===== src/rtl/assert_macros.svh =====
// Assertion shorthands shared by the tile enumerator RTL.
// Expects clk and rst_n in the scope where a macro is used.
`ifndef ASSERT_MACROS_SVH
`define ASSERT_MACROS_SVH

// Plain property, checked outside reset.
`define VTE_ASSERT(lbl, prop, msg) \
  lbl: assert property (@(posedge clk) disable iff (!rst_n) (prop)) \
    else $error(msg);

// Condition in this cycle implies property in the next cycle.
`define VTE_ASSERT_NEXT(lbl, cond, prop, msg) \
  lbl: assert property (@(posedge clk) disable iff (!rst_n) (cond) |=> (prop)) \
    else $error(msg);

`endif


===== src/rtl/vte_pkg.sv =====
// Package for the visible tile enumerator: constants, word types, job descriptor.
// No dependencies; every RTL module file imports it.
package vte_pkg;

  localparam int TILE_PIXELS = 256;
  localparam int MAX_TILES   = 64;
  localparam int FRAC_BITS   = 8;

  localparam int EXTENT_W   = 12;
  localparam int CTR_W      = 36;
  localparam int ROT_W      = 16;
  localparam int ZOOM_W     = 5;
  localparam int MARGIN_W   = 10;
  localparam int LIMIT_W    = $clog2(MAX_TILES + 1);
  localparam int COORD_W    = 19;
  localparam int CFG_DATA_W = CTR_W;

  localparam int ZOOM_MAX = 19;
  localparam int DZ_MIN   = 2;

  // common world scale is 2^-(FRAC_BITS + CTR_SHIFT) pixels
  localparam int CTR_SHIFT  = 15;
  localparam int BASE_SHIFT = $clog2(TILE_PIXELS) + FRAC_BITS + CTR_SHIFT;
  localparam int HALF_W     = EXTENT_W + 1;
  localparam int PROD_W     = HALF_W + ROT_W + 1;
  localparam int EXT_W      = PROD_W;
  localparam int WORLD_W    = CTR_W + CTR_SHIFT + 3;
  localparam int SHIFT_MIN  = BASE_SHIFT + DZ_MIN - ZOOM_MAX;
  localparam int TIDX_W     = WORLD_W - SHIFT_MIN;
  localparam int SHAMT_W    = $clog2(BASE_SHIFT + ZOOM_MAX + 1);

  // job queue depth, power of two
  localparam int QDEPTH = 2;
  localparam int QPTR_W = $clog2(QDEPTH);

  localparam logic [EXTENT_W-1:0] RST_SCREEN_W  = EXTENT_W'(320);
  localparam logic [EXTENT_W-1:0] RST_SCREEN_H  = EXTENT_W'(240);
  localparam logic [ROT_W-1:0]    RST_ROT_COS   = ROT_W'(16384);
  localparam logic [ROT_W-1:0]    RST_ROT_SIN   = ROT_W'(0);
  localparam logic [ZOOM_W-1:0]   RST_DISP_ZOOM = ZOOM_W'(16);
  localparam logic [ZOOM_W-1:0]   RST_DATA_ZOOM = ZOOM_W'(14);

  typedef enum logic [2:0] {
    CFG_SCREEN_W,
    CFG_SCREEN_H,
    CFG_CENTER_X,
    CFG_CENTER_Y,
    CFG_ROT_COS,
    CFG_ROT_SIN,
    CFG_DISP_ZOOM,
    CFG_DATA_ZOOM
  } cfg_idx_t;

  typedef enum logic [2:0] {
    FR_IDLE,
    FR_MUL,
    FR_SUM,
    FR_ADD,
    FR_SHIFT,
    FR_PUSH
  } front_state_t;

  typedef enum logic {
    BK_IDLE,
    BK_RUN
  } back_state_t;

  typedef struct packed {
    logic [MARGIN_W-1:0] margin;
    logic [LIMIT_W-1:0]  tile_limit;
  } in_word_t;

  typedef struct packed {
    logic [ZOOM_W-1:0]  tile_zoom;
    logic [COORD_W-1:0] tile_col;
    logic [COORD_W-1:0] tile_row;
    logic               last;
  } out_word_t;

  typedef struct packed {
    logic [ZOOM_W-1:0]        tz;
    logic [COORD_W-1:0]       col_mask;
    logic signed [TIDX_W-1:0] tx0;
    logic signed [TIDX_W-1:0] tx1;
    logic [COORD_W-1:0]       ty0;
    logic [COORD_W-1:0]       ty1;
    logic [LIMIT_W-1:0]       limit;
  } tile_job_t;

endpackage


===== src/rtl/vte_queue.sv =====
// Short job queue between the request front end and the tile back end.
// Depends on vte_pkg and assert_macros.svh.
`include "assert_macros.svh"

module vte_queue (
  input  logic               clk,
  input  logic               rst_n,
  input  logic               push_valid,
  output logic               push_ready,
  input  vte_pkg::tile_job_t push_job,
  output logic               pop_valid,
  input  logic               pop_ready,
  output vte_pkg::tile_job_t pop_job
);
  import vte_pkg::*;

  tile_job_t         mem_r [QDEPTH];
  logic [QPTR_W-1:0] wr_ptr_r, wr_ptr_nxt;
  logic [QPTR_W-1:0] rd_ptr_r, rd_ptr_nxt;
  logic [QPTR_W:0]   count_r, count_nxt;
  logic              do_push, do_pop;

  assign push_ready = (count_r != (QPTR_W + 1)'(QDEPTH));
  assign pop_valid  = (count_r != '0);
  assign pop_job    = mem_r[rd_ptr_r];
  assign do_push    = push_valid && push_ready;
  assign do_pop     = pop_valid && pop_ready;

  always_comb begin
    wr_ptr_nxt = do_push ? wr_ptr_r + 1'b1 : wr_ptr_r;
    rd_ptr_nxt = do_pop ? rd_ptr_r + 1'b1 : rd_ptr_r;
    count_nxt  = count_r;
    if (do_push && !do_pop) begin
      count_nxt = count_r + 1'b1;
    end else if (do_pop && !do_push) begin
      count_nxt = count_r - 1'b1;
    end
  end

  always_ff @(posedge clk) begin
    if (!rst_n) begin
      wr_ptr_r <= '0;
      rd_ptr_r <= '0;
      count_r  <= '0;
    end else begin
      wr_ptr_r <= wr_ptr_nxt;
      rd_ptr_r <= rd_ptr_nxt;
      count_r  <= count_nxt;
    end
  end

  always_ff @(posedge clk) begin
    if (do_push) begin
      mem_r[wr_ptr_r] <= push_job;
    end
  end

  `VTE_ASSERT(a_q_count_bound, count_r <= (QPTR_W + 1)'(QDEPTH), "queue count overflow")
  `VTE_ASSERT_NEXT(a_q_pop_drains, do_pop && !do_push, count_r == $past(count_r) - 1'b1, "pop lost")

endmodule


===== src/rtl/vte_front.sv =====
// Front end: configuration registers, request intake, corner rotation and
// tile range computation; pushes one job per non-empty request. Uses vte_pkg.
`include "assert_macros.svh"

module vte_front (
  input  logic                            clk,
  input  logic                            rst_n,
  input  logic                            cfg_we,
  input  vte_pkg::cfg_idx_t               cfg_addr,
  input  logic [vte_pkg::CFG_DATA_W-1:0]  cfg_wdata,
  input  logic                            in_valid,
  output logic                            in_ready,
  input  vte_pkg::in_word_t               in_data,
  output logic                            job_valid,
  input  logic                            job_ready,
  output vte_pkg::tile_job_t              job
);
  import vte_pkg::*;

  // configuration
  logic [EXTENT_W-1:0]     scr_w_r, scr_h_r;
  logic [CTR_W-1:0]        ctr_x_r, ctr_y_r;
  logic signed [ROT_W-1:0] cos_r, sin_r;
  logic [ZOOM_W-1:0]       dzoom_r, tzoom_r;

  front_state_t state_r, state_nxt;

  logic [MARGIN_W-1:0]        margin_r;
  logic [LIMIT_W-1:0]         limit_r;
  logic signed [PROD_W-1:0]   prod_a_r, prod_b_r, prod_c_r, prod_d_r;
  logic [EXT_W-1:0]           ext_x_r, ext_y_r;
  logic signed [WORLD_W-1:0]  wmin_x_r, wmax_x_r, wmin_y_r, wmax_y_r;
  logic signed [TIDX_W-1:0]   tx0_r, tx1_r, ty0_r, ty1_r;

  logic [ZOOM_W-1:0]          dz, tz;
  logic [SHAMT_W-1:0]         shamt;
  logic [LIMIT_W-1:0]         lim_sat;
  logic [HALF_W-1:0]          half_w, half_h;
  logic [PROD_W-1:0]          abs_a, abs_b, abs_c, abs_d;
  logic signed [WORLD_W-1:0]  cxs, cys, off_x, off_y;
  logic [COORD_W-1:0]         col_mask;
  logic signed [TIDX_W-1:0]   row_top, ty0_c, ty1_c;
  logic                       rows_empty;
  logic                       in_take;

  always_ff @(posedge clk) begin
    if (!rst_n) begin
      scr_w_r <= RST_SCREEN_W;
      scr_h_r <= RST_SCREEN_H;
      ctr_x_r <= '0;
      ctr_y_r <= '0;
      cos_r   <= RST_ROT_COS;
      sin_r   <= RST_ROT_SIN;
      dzoom_r <= RST_DISP_ZOOM;
      tzoom_r <= RST_DATA_ZOOM;
    end else if (cfg_we) begin
      unique case (cfg_addr)
        CFG_SCREEN_W:  scr_w_r <= cfg_wdata[EXTENT_W-1:0];
        CFG_SCREEN_H:  scr_h_r <= cfg_wdata[EXTENT_W-1:0];
        CFG_CENTER_X:  ctr_x_r <= cfg_wdata[CTR_W-1:0];
        CFG_CENTER_Y:  ctr_y_r <= cfg_wdata[CTR_W-1:0];
        CFG_ROT_COS:   cos_r   <= cfg_wdata[ROT_W-1:0];
        CFG_ROT_SIN:   sin_r   <= cfg_wdata[ROT_W-1:0];
        CFG_DISP_ZOOM: dzoom_r <= cfg_wdata[ZOOM_W-1:0];
        CFG_DATA_ZOOM: tzoom_r <= cfg_wdata[ZOOM_W-1:0];
        default: ;
      endcase
    end
  end

  // zoom saturation and the combined tile shift
  assign dz = (dzoom_r < ZOOM_W'(DZ_MIN))   ? ZOOM_W'(DZ_MIN)   :
              (dzoom_r > ZOOM_W'(ZOOM_MAX)) ? ZOOM_W'(ZOOM_MAX) : dzoom_r;
  assign tz = (tzoom_r > ZOOM_W'(ZOOM_MAX)) ? ZOOM_W'(ZOOM_MAX) : tzoom_r;
  assign shamt = SHAMT_W'(BASE_SHIFT) + SHAMT_W'(dz) - SHAMT_W'(tz);

  assign lim_sat = (in_data.tile_limit > LIMIT_W'(MAX_TILES)) ? LIMIT_W'(MAX_TILES)
                                                              : in_data.tile_limit;
  assign in_take = in_valid && in_ready;

  // half extents in half-pixel units
  assign half_w = HALF_W'(scr_w_r) + HALF_W'({margin_r, 1'b0});
  assign half_h = HALF_W'(scr_h_r) + HALF_W'({margin_r, 1'b0});

  assign abs_a = prod_a_r[PROD_W-1] ? PROD_W'(-prod_a_r) : prod_a_r;
  assign abs_b = prod_b_r[PROD_W-1] ? PROD_W'(-prod_b_r) : prod_b_r;
  assign abs_c = prod_c_r[PROD_W-1] ? PROD_W'(-prod_c_r) : prod_c_r;
  assign abs_d = prod_d_r[PROD_W-1] ? PROD_W'(-prod_d_r) : prod_d_r;

  assign cxs   = {{(WORLD_W - CTR_W - CTR_SHIFT){1'b0}}, ctr_x_r, {CTR_SHIFT{1'b0}}};
  assign cys   = {{(WORLD_W - CTR_W - CTR_SHIFT){1'b0}}, ctr_y_r, {CTR_SHIFT{1'b0}}};
  assign off_x = WORLD_W'({ext_x_r, {FRAC_BITS{1'b0}}});
  assign off_y = WORLD_W'({ext_y_r, {FRAC_BITS{1'b0}}});

  // row clamp to the map
  assign col_mask   = COORD_W'(({{COORD_W{1'b0}}, 1'b1} << tz) - 1'b1);
  assign row_top    = TIDX_W'(col_mask);
  assign ty0_c      = ty0_r[TIDX_W-1] ? '0 : ty0_r;
  assign ty1_c      = (ty1_r > row_top) ? row_top : ty1_r;
  assign rows_empty = (ty0_c > ty1_c);

  assign job.tz       = tz;
  assign job.col_mask = col_mask;
  assign job.tx0      = tx0_r;
  assign job.tx1      = tx1_r;
  assign job.ty0      = ty0_c[COORD_W-1:0];
  assign job.ty1      = ty1_c[COORD_W-1:0];
  assign job.limit    = limit_r;

  always_comb begin
    state_nxt = state_r;
    unique case (state_r)
      FR_IDLE:  if (in_take && lim_sat != '0) state_nxt = FR_MUL;
      FR_MUL:   state_nxt = FR_SUM;
      FR_SUM:   state_nxt = FR_ADD;
      FR_ADD:   state_nxt = FR_SHIFT;
      FR_SHIFT: state_nxt = FR_PUSH;
      FR_PUSH:  if (rows_empty || job_ready) state_nxt = FR_IDLE;
      default:  state_nxt = FR_IDLE;
    endcase
  end

  always_comb begin
    in_ready  = 1'b0;
    job_valid = 1'b0;
    unique case (state_r)
      FR_IDLE: in_ready  = 1'b1;
      FR_PUSH: job_valid = !rows_empty;
      default: ;
    endcase
  end

  always_ff @(posedge clk) begin
    if (!rst_n) begin
      state_r <= FR_IDLE;
    end else begin
      state_r <= state_nxt;
    end
  end

  always_ff @(posedge clk) begin
    if (in_take) begin
      margin_r <= in_data.margin;
      limit_r  <= lim_sat;
    end
    if (state_r == FR_MUL) begin
      prod_a_r <= PROD_W'($signed({1'b0, half_w}) * cos_r);
      prod_b_r <= PROD_W'($signed({1'b0, half_h}) * sin_r);
      prod_c_r <= PROD_W'($signed({1'b0, half_w}) * sin_r);
      prod_d_r <= PROD_W'($signed({1'b0, half_h}) * cos_r);
    end
    // corner extremes: +-(|a|+|b|) covers all four corners
    if (state_r == FR_SUM) begin
      ext_x_r <= abs_a + abs_b;
      ext_y_r <= abs_c + abs_d;
    end
    if (state_r == FR_ADD) begin
      wmin_x_r <= cxs - off_x;
      wmax_x_r <= cxs + off_x;
      wmin_y_r <= cys - off_y;
      wmax_y_r <= cys + off_y;
    end
    // flooring divide by a power of two
    if (state_r == FR_SHIFT) begin
      tx0_r <= TIDX_W'(wmin_x_r >>> shamt);
      tx1_r <= TIDX_W'(wmax_x_r >>> shamt);
      ty0_r <= TIDX_W'(wmin_y_r >>> shamt);
      ty1_r <= TIDX_W'(wmax_y_r >>> shamt);
    end
  end

  `VTE_ASSERT(a_fr_job_rows, !job_valid || ((job.ty0 <= job.ty1) && (job.ty1 <= job.col_mask)), "bad job rows")
  `VTE_ASSERT(a_fr_job_limit, !job_valid || ((job.limit != '0) && (job.limit <= LIMIT_W'(MAX_TILES))), "bad job limit")

endmodule


===== src/rtl/vte_back.sv =====
// Back end: walks one job's tile rectangle row by row into an output register.
// Depends on vte_pkg and assert_macros.svh.
`include "assert_macros.svh"

module vte_back (
  input  logic               clk,
  input  logic               rst_n,
  input  logic               job_valid,
  output logic               job_ready,
  input  vte_pkg::tile_job_t job,
  output logic               out_valid,
  input  logic               out_ready,
  output vte_pkg::out_word_t out_data
);
  import vte_pkg::*;

  back_state_t              state_r, state_nxt;
  tile_job_t                job_r;
  logic signed [TIDX_W-1:0] tx_r;
  logic [COORD_W-1:0]       ty_r;
  logic [LIMIT_W-1:0]       cnt_r;
  logic                     out_valid_r, out_valid_nxt;
  out_word_t                out_data_r;

  logic emit, col_end, row_end, tile_last, job_take;

  assign job_take  = job_valid && job_ready;
  assign emit      = (state_r == BK_RUN) && (!out_valid_r || out_ready);
  assign col_end   = (tx_r == job_r.tx1);
  assign row_end   = (ty_r == job_r.ty1);
  assign tile_last = (LIMIT_W'(cnt_r + 1'b1) == job_r.limit) || (col_end && row_end);

  always_comb begin
    state_nxt = state_r;
    unique case (state_r)
      BK_IDLE: if (job_valid) state_nxt = BK_RUN;
      BK_RUN:  if (emit && tile_last) state_nxt = BK_IDLE;
      default: state_nxt = BK_IDLE;
    endcase
  end

  always_comb begin
    job_ready = 1'b0;
    unique case (state_r)
      BK_IDLE: job_ready = 1'b1;
      default: ;
    endcase
  end

  assign out_valid_nxt = emit ? 1'b1 : (out_ready ? 1'b0 : out_valid_r);
  assign out_valid     = out_valid_r;
  assign out_data      = out_data_r;

  always_ff @(posedge clk) begin
    if (!rst_n) begin
      state_r     <= BK_IDLE;
      out_valid_r <= 1'b0;
      cnt_r       <= '0;
    end else begin
      state_r     <= state_nxt;
      out_valid_r <= out_valid_nxt;
      if (job_take) begin
        cnt_r <= '0;
      end else if (emit) begin
        cnt_r <= cnt_r + 1'b1;
      end
    end
  end

  always_ff @(posedge clk) begin
    if (job_take) begin
      job_r <= job;
      tx_r  <= job.tx0;
      ty_r  <= job.ty0;
    end else if (emit) begin
      if (col_end) begin
        tx_r <= job_r.tx0;
        ty_r <= ty_r + 1'b1;
      end else begin
        tx_r <= tx_r + 1'b1;
      end
    end
    if (emit) begin
      out_data_r.tile_zoom <= job_r.tz;
      out_data_r.tile_col  <= tx_r[COORD_W-1:0] & job_r.col_mask;
      out_data_r.tile_row  <= ty_r;
      out_data_r.last      <= tile_last;
    end
  end

  `VTE_ASSERT_NEXT(a_bk_last_ends, emit && tile_last, state_r == BK_IDLE, "job did not end on last")
  `VTE_ASSERT(a_bk_cnt_bound, (state_r != BK_RUN) || (cnt_r < job_r.limit), "tile count past limit")

endmodule


===== src/rtl/visible_tile_enumerator_top.sv =====
// Top level of the visible tile enumerator: front end, job queue, back end.
// Depends on vte_pkg, vte_front, vte_queue and vte_back.

// A request (margin, tile_limit) is taken when the front end is free; the
// front end takes it through intake, multiply, extent sum, centre add,
// tile shift and queue push before it takes the next request. Requests
// with a zero limit or no rows on the map produce no words. The back end
// takes a job while idle and then emits one tile word per cycle from a
// registered output while out_ready allows, until the job's last tile.
// A two-entry job queue lets the front end work ahead while tiles drain.
// Configuration writes take effect at once and belong in idle periods.
module visible_tile_enumerator_top (
  input  logic                           clk,
  input  logic                           rst_n,
  input  logic                           cfg_we,
  input  vte_pkg::cfg_idx_t              cfg_addr,
  input  logic [vte_pkg::CFG_DATA_W-1:0] cfg_wdata,
  input  logic                           in_valid,
  output logic                           in_ready,
  input  vte_pkg::in_word_t              in_data,
  output logic                           out_valid,
  input  logic                           out_ready,
  output vte_pkg::out_word_t             out_data
);
  import vte_pkg::*;

  logic      fq_valid, fq_ready;
  tile_job_t fq_job;
  logic      qb_valid, qb_ready;
  tile_job_t qb_job;

  vte_front u_front (
    .clk       (clk),
    .rst_n     (rst_n),
    .cfg_we    (cfg_we),
    .cfg_addr  (cfg_addr),
    .cfg_wdata (cfg_wdata),
    .in_valid  (in_valid),
    .in_ready  (in_ready),
    .in_data   (in_data),
    .job_valid (fq_valid),
    .job_ready (fq_ready),
    .job       (fq_job)
  );

  vte_queue u_queue (
    .clk        (clk),
    .rst_n      (rst_n),
    .push_valid (fq_valid),
    .push_ready (fq_ready),
    .push_job   (fq_job),
    .pop_valid  (qb_valid),
    .pop_ready  (qb_ready),
    .pop_job    (qb_job)
  );

  vte_back u_back (
    .clk       (clk),
    .rst_n     (rst_n),
    .job_valid (qb_valid),
    .job_ready (qb_ready),
    .job       (qb_job),
    .out_valid (out_valid),
    .out_ready (out_ready),
    .out_data  (out_data)
  );

endmodule


===== config.mk =====
export PLATFORM = sky130hd
export DESIGN_NAME = visible_tile_enumerator_top
export DESIGN_NICKNAME = d
export VERILOG_FILES = /design/src/rtl/vte_pkg.sv /design/src/rtl/vte_queue.sv /design/src/rtl/vte_front.sv /design/src/rtl/vte_back.sv /design/src/rtl/visible_tile_enumerator_top.sv
export VERILOG_INCLUDE_DIRS = /design/src /design/src/rtl
export SDC_FILE = /design/constraint.sdc
export NUM_CORES = 2
export LEC_CHECK = 0
export BUFFER_PORTS_ARGS = -buffer_cell sky130_fd_sc_hd__buf_2
export CORE_UTILIZATION = 50
export CTS_CLUSTER_DIAMETER = 50
export DETAILED_ROUTE_END_ITERATION = 12
export PLACE_DENSITY = 0.7
export SYNTH_ARGS = -nofsm -noshare
export SYNTH_HDL_FRONTEND = slang
export SYNTH_SLANG_ARGS = --single-unit

===== constraint.sdc =====
create_clock -name clk -period 34.2 [get_ports clk]
set_clock_uncertainty 0.15 [all_clocks]
set_input_delay 3.42 -clock clk [delete_from_list [all_inputs] [get_ports clk]]
set_output_delay 3.42 -clock clk [all_outputs]
set_load 0.02 [all_outputs]

==> flow_summary.yaml <==
grt:
  grt_max_degree: 170
  antenna_found_initial: 6
  first_global_vias: 70300
  grt_pass1_wl_mm: 406
  grt_overflow: 0
  track_usage: 0.267
placement:
  gp_congestion: 0.965
  io_buffer_count: 106
  dp_hpwl_mm: 200
min_path:
  hold_path_class: "register to register"
route:
  post_drt_wl_per_cell_um: 21.7
  first_iter_violations: 5004
  drc: 0
  vias: 69400
  finalWirelength_mm: 264
  dr.pass1.iters: 6
  route.antenna.remaining_nets: 0
  viasPerCell: 5.71
sta:
  finalCritPeriodShare: 0.291
  setup_viol: 0
  period_needed_ns: 9.95
  drv_slew: 0
  fmax_mhz: 100
  rsz0062_at_grt: "no"
  finalHoldViolCount: 0
  relSlewSlack: 0.0876
  setup_tns_ns: 0
  tightest_slew_ns: 1.37
power_and_ir_drop:
  leakage_nw: 43.8
  pwr_density_cell_nw_per_um2: 51.0
  peakVddDrop_uv: 56.4
clocking:
  htreeDepth: 4
  clk_latency_ns: 0.82
  cts_tree: "built"
  cts.sinks: 1217
  cts-root-buf: "clkbuf_16"
  cts_buffers: 148
  clkSlewWorstSetupHoldPaths_ns: 0.06
  post_cts_resize_count: 0
  cts_hold_buf: 0
  cts_setup_buffers: 0
  clock_path_buffers: 3
synthesis:
  synthCells: 9646
  synth-edff-count: 1062
  netlist_top_cells_count: "nand2_1, edfxtp_1, inv_1"
  yosys.area.top_type: "edfxtp_1"
  ys_seq_elements: 1217
  ys_warn_count: 0
  synth.area.top_cells: "edfxtp_1, fa_1, ha_1"
  syn_area_per_cell_um2: 10.1
  synth_top_flop_cell: "edfxtp_1"
  yosysMostFrequentCell: "nand2_1"
  synth_area_um2: 97600
  yosysSeqAreaShare: 0.359
  async_reset_ff_frac: 0
  synth.top_cell.area_share: 0.327
  synth_nets: 11100
  synthDistinctLibCells: 81
floorplan:
  dieArea_um2: 197000
  fp.dieH_um: 444
  io_pins: 107
  core_area_um2: 193000
  die_w_um: 444
  num_rows: 161
  start_util: 0.505
worst_setup_path:
  crit_top_cell: "a21oi_1"
  cp_data_arrival_time_ns: 10.22
  critPathMaxFanout: 57
  cp_slowest_cell: "a31o_2"
  critPathLaunchType: "register"
  cp.required_ns: 34.47
  worst-setup-path-type: "register to register"
  cp-end-kind: "register"
  critPathMaxStageDelay_ns: 0.94
final_layout:
  syn_to_final_growth_pct: 8.23
  fillCellCount: 16700
  drive_gt1_frac: 0.0818
  multi_input_area_um2: 57200
  nNetsFinal: 10900
  layout.area.seq_um2: 35000
  utilization: 0.547
flow_run:
  cap_viol_max_count: 0
outcome:
  outcome: "completed"
## report_power, final
part	total (mW)	internal [mW]	switching, mW
Clock	1.57	0.914	0.655
Sequential	2.13	1.94	0.190
Combinational	1.69	0.628	1.06
## layout make-up
type | instances | area share
flip-flops and latches | 1217 | 0.331
repair buffers | 214 | 0.0133
clock inverters | 85 | 0.00872
well taps | 2526 | 0.0299
multi-input cells | 6898 | 0.541
diodes | 3 | 0.0000711
inverters | 1035 | 0.0369
clock buffers | 186 | 0.0384
## placed cells by master, fill, tap and decap left out, types with 205 or more instances in the layout
cell type	count
edfxtp_1	1062
fa_1	814
a21oi_1	604
xnor2_1	406
mux2i_1	216
o21ai_0	435
inv_1	1030
and2_1	507
mux2_2	205
ha_1	537
nand2_1	1213
nor2_1	487
## logic make-up (layout without fill, tap and decap cells)
| family | Yosys count | after routing | share of synthesized area |
|---|---|---|---|
| compound gates | 1666 | 1666 | 0.103 |
| xor+xnor | 582 | 582 | 0.0522 |
| fa+ha+maj | 1355 | 1355 | 0.236 |
| buf+inv | 1531 | 1520 | 0.0589 |
| flops | 1217 | 1217 | 0.359 |
| mux | 454 | 454 | 0.0534 |
| other cells | 0 | 3 | 0 |
| simple gates | 2841 | 2841 | 0.137 |
## state kept, by name (all words and copies together), names as in the netlist, 36 cells and up, named ones only
| register | cells |
|---|---|
| u_front.tx0_r | 40 |
| u_back.job_r | 130 |
| u_queue.mem_r | 298 |
| u_front.ctr_y_r | 36 |
| u_back.tx_r | 40 |
| u_front.ty1_r | 40 |
| u_front.ctr_x_r | 36 |
| u_front.wmin_y_r | 44 |
| u_front.wmin_x_r | 44 |
| u_front.ty0_r | 40 |
| u_front.tx1_r | 40 |
| u_front.wmax_y_r | 43 |
| u_back.out_data | 44 |
| u_front.wmax_x_r | 43 |
## metrics by stage
stage | std cells | cell area, um2 | power (mW) | setup WS (ns) | hold WS, ns
after CTS | 12200 | 106000 | 5.41 | 24.36 | 0.269
after global routing | 12200 | 106000 | 5.65 | 23.62 | 0.279
final | 12200 | 106000 | 5.39 | 24.25 | 0.268
after floorplan | 9646 | 97600 | 3.31 | 20.77 | 0.250
after global placement | 11900 | 101000 | 3.80 | 24.46 | 0.256
after detailed placement | 11900 | 101000 | 3.84 | 24.41 | 0.255
## critical path: cells and delay by family (launching register included)
kind | cells | cell delay (ns)
AOI/OAI and AO/OA | 13 | 3.31
buffers and inverters | 4 | 1.65
DFF | 1 | 0.46
and+or+nand+nor | 10 | 2.92
adders and majority gates | 3 | 0.94
## path summary, 6_finish.rpt
kind	start	to	slack, ns	cells past startpoint
min	u_back.job_r[145]$_DFFE_PP_	u_back.out_data[40]$_DFFE_PP_	0.27	0
min reg2reg	u_back.job_r[145]$_DFFE_PP_	u_back.out_data[40]$_DFFE_PP_	0.27	0
max	u_front.tzoom_r[3]$_SDFFE_PN1P_	u_queue.mem_r[1][49]$_DFFE_PP_	24.25	30
max reg2reg	u_front.tzoom_r[3]$_SDFFE_PN1P_	u_queue.mem_r[1][49]$_DFFE_PP_	24.25	30
## layer usage
| layer | track usage | vias to the layer above | share of wire |
|---|---|---|---|
| met2 | 0.454 | 2106 | 0.49 |
| met1 | 0.331 | 34400 | 0.40 |
| li1 | - | 32300 | - |
| met4 | 0.141 | 2 | 0.056 |
| met3 | 0.0345 | 564 | 0.053 |
| met5 | 0 | - | 0.000030 |
(Power assumes the default switching activity.)
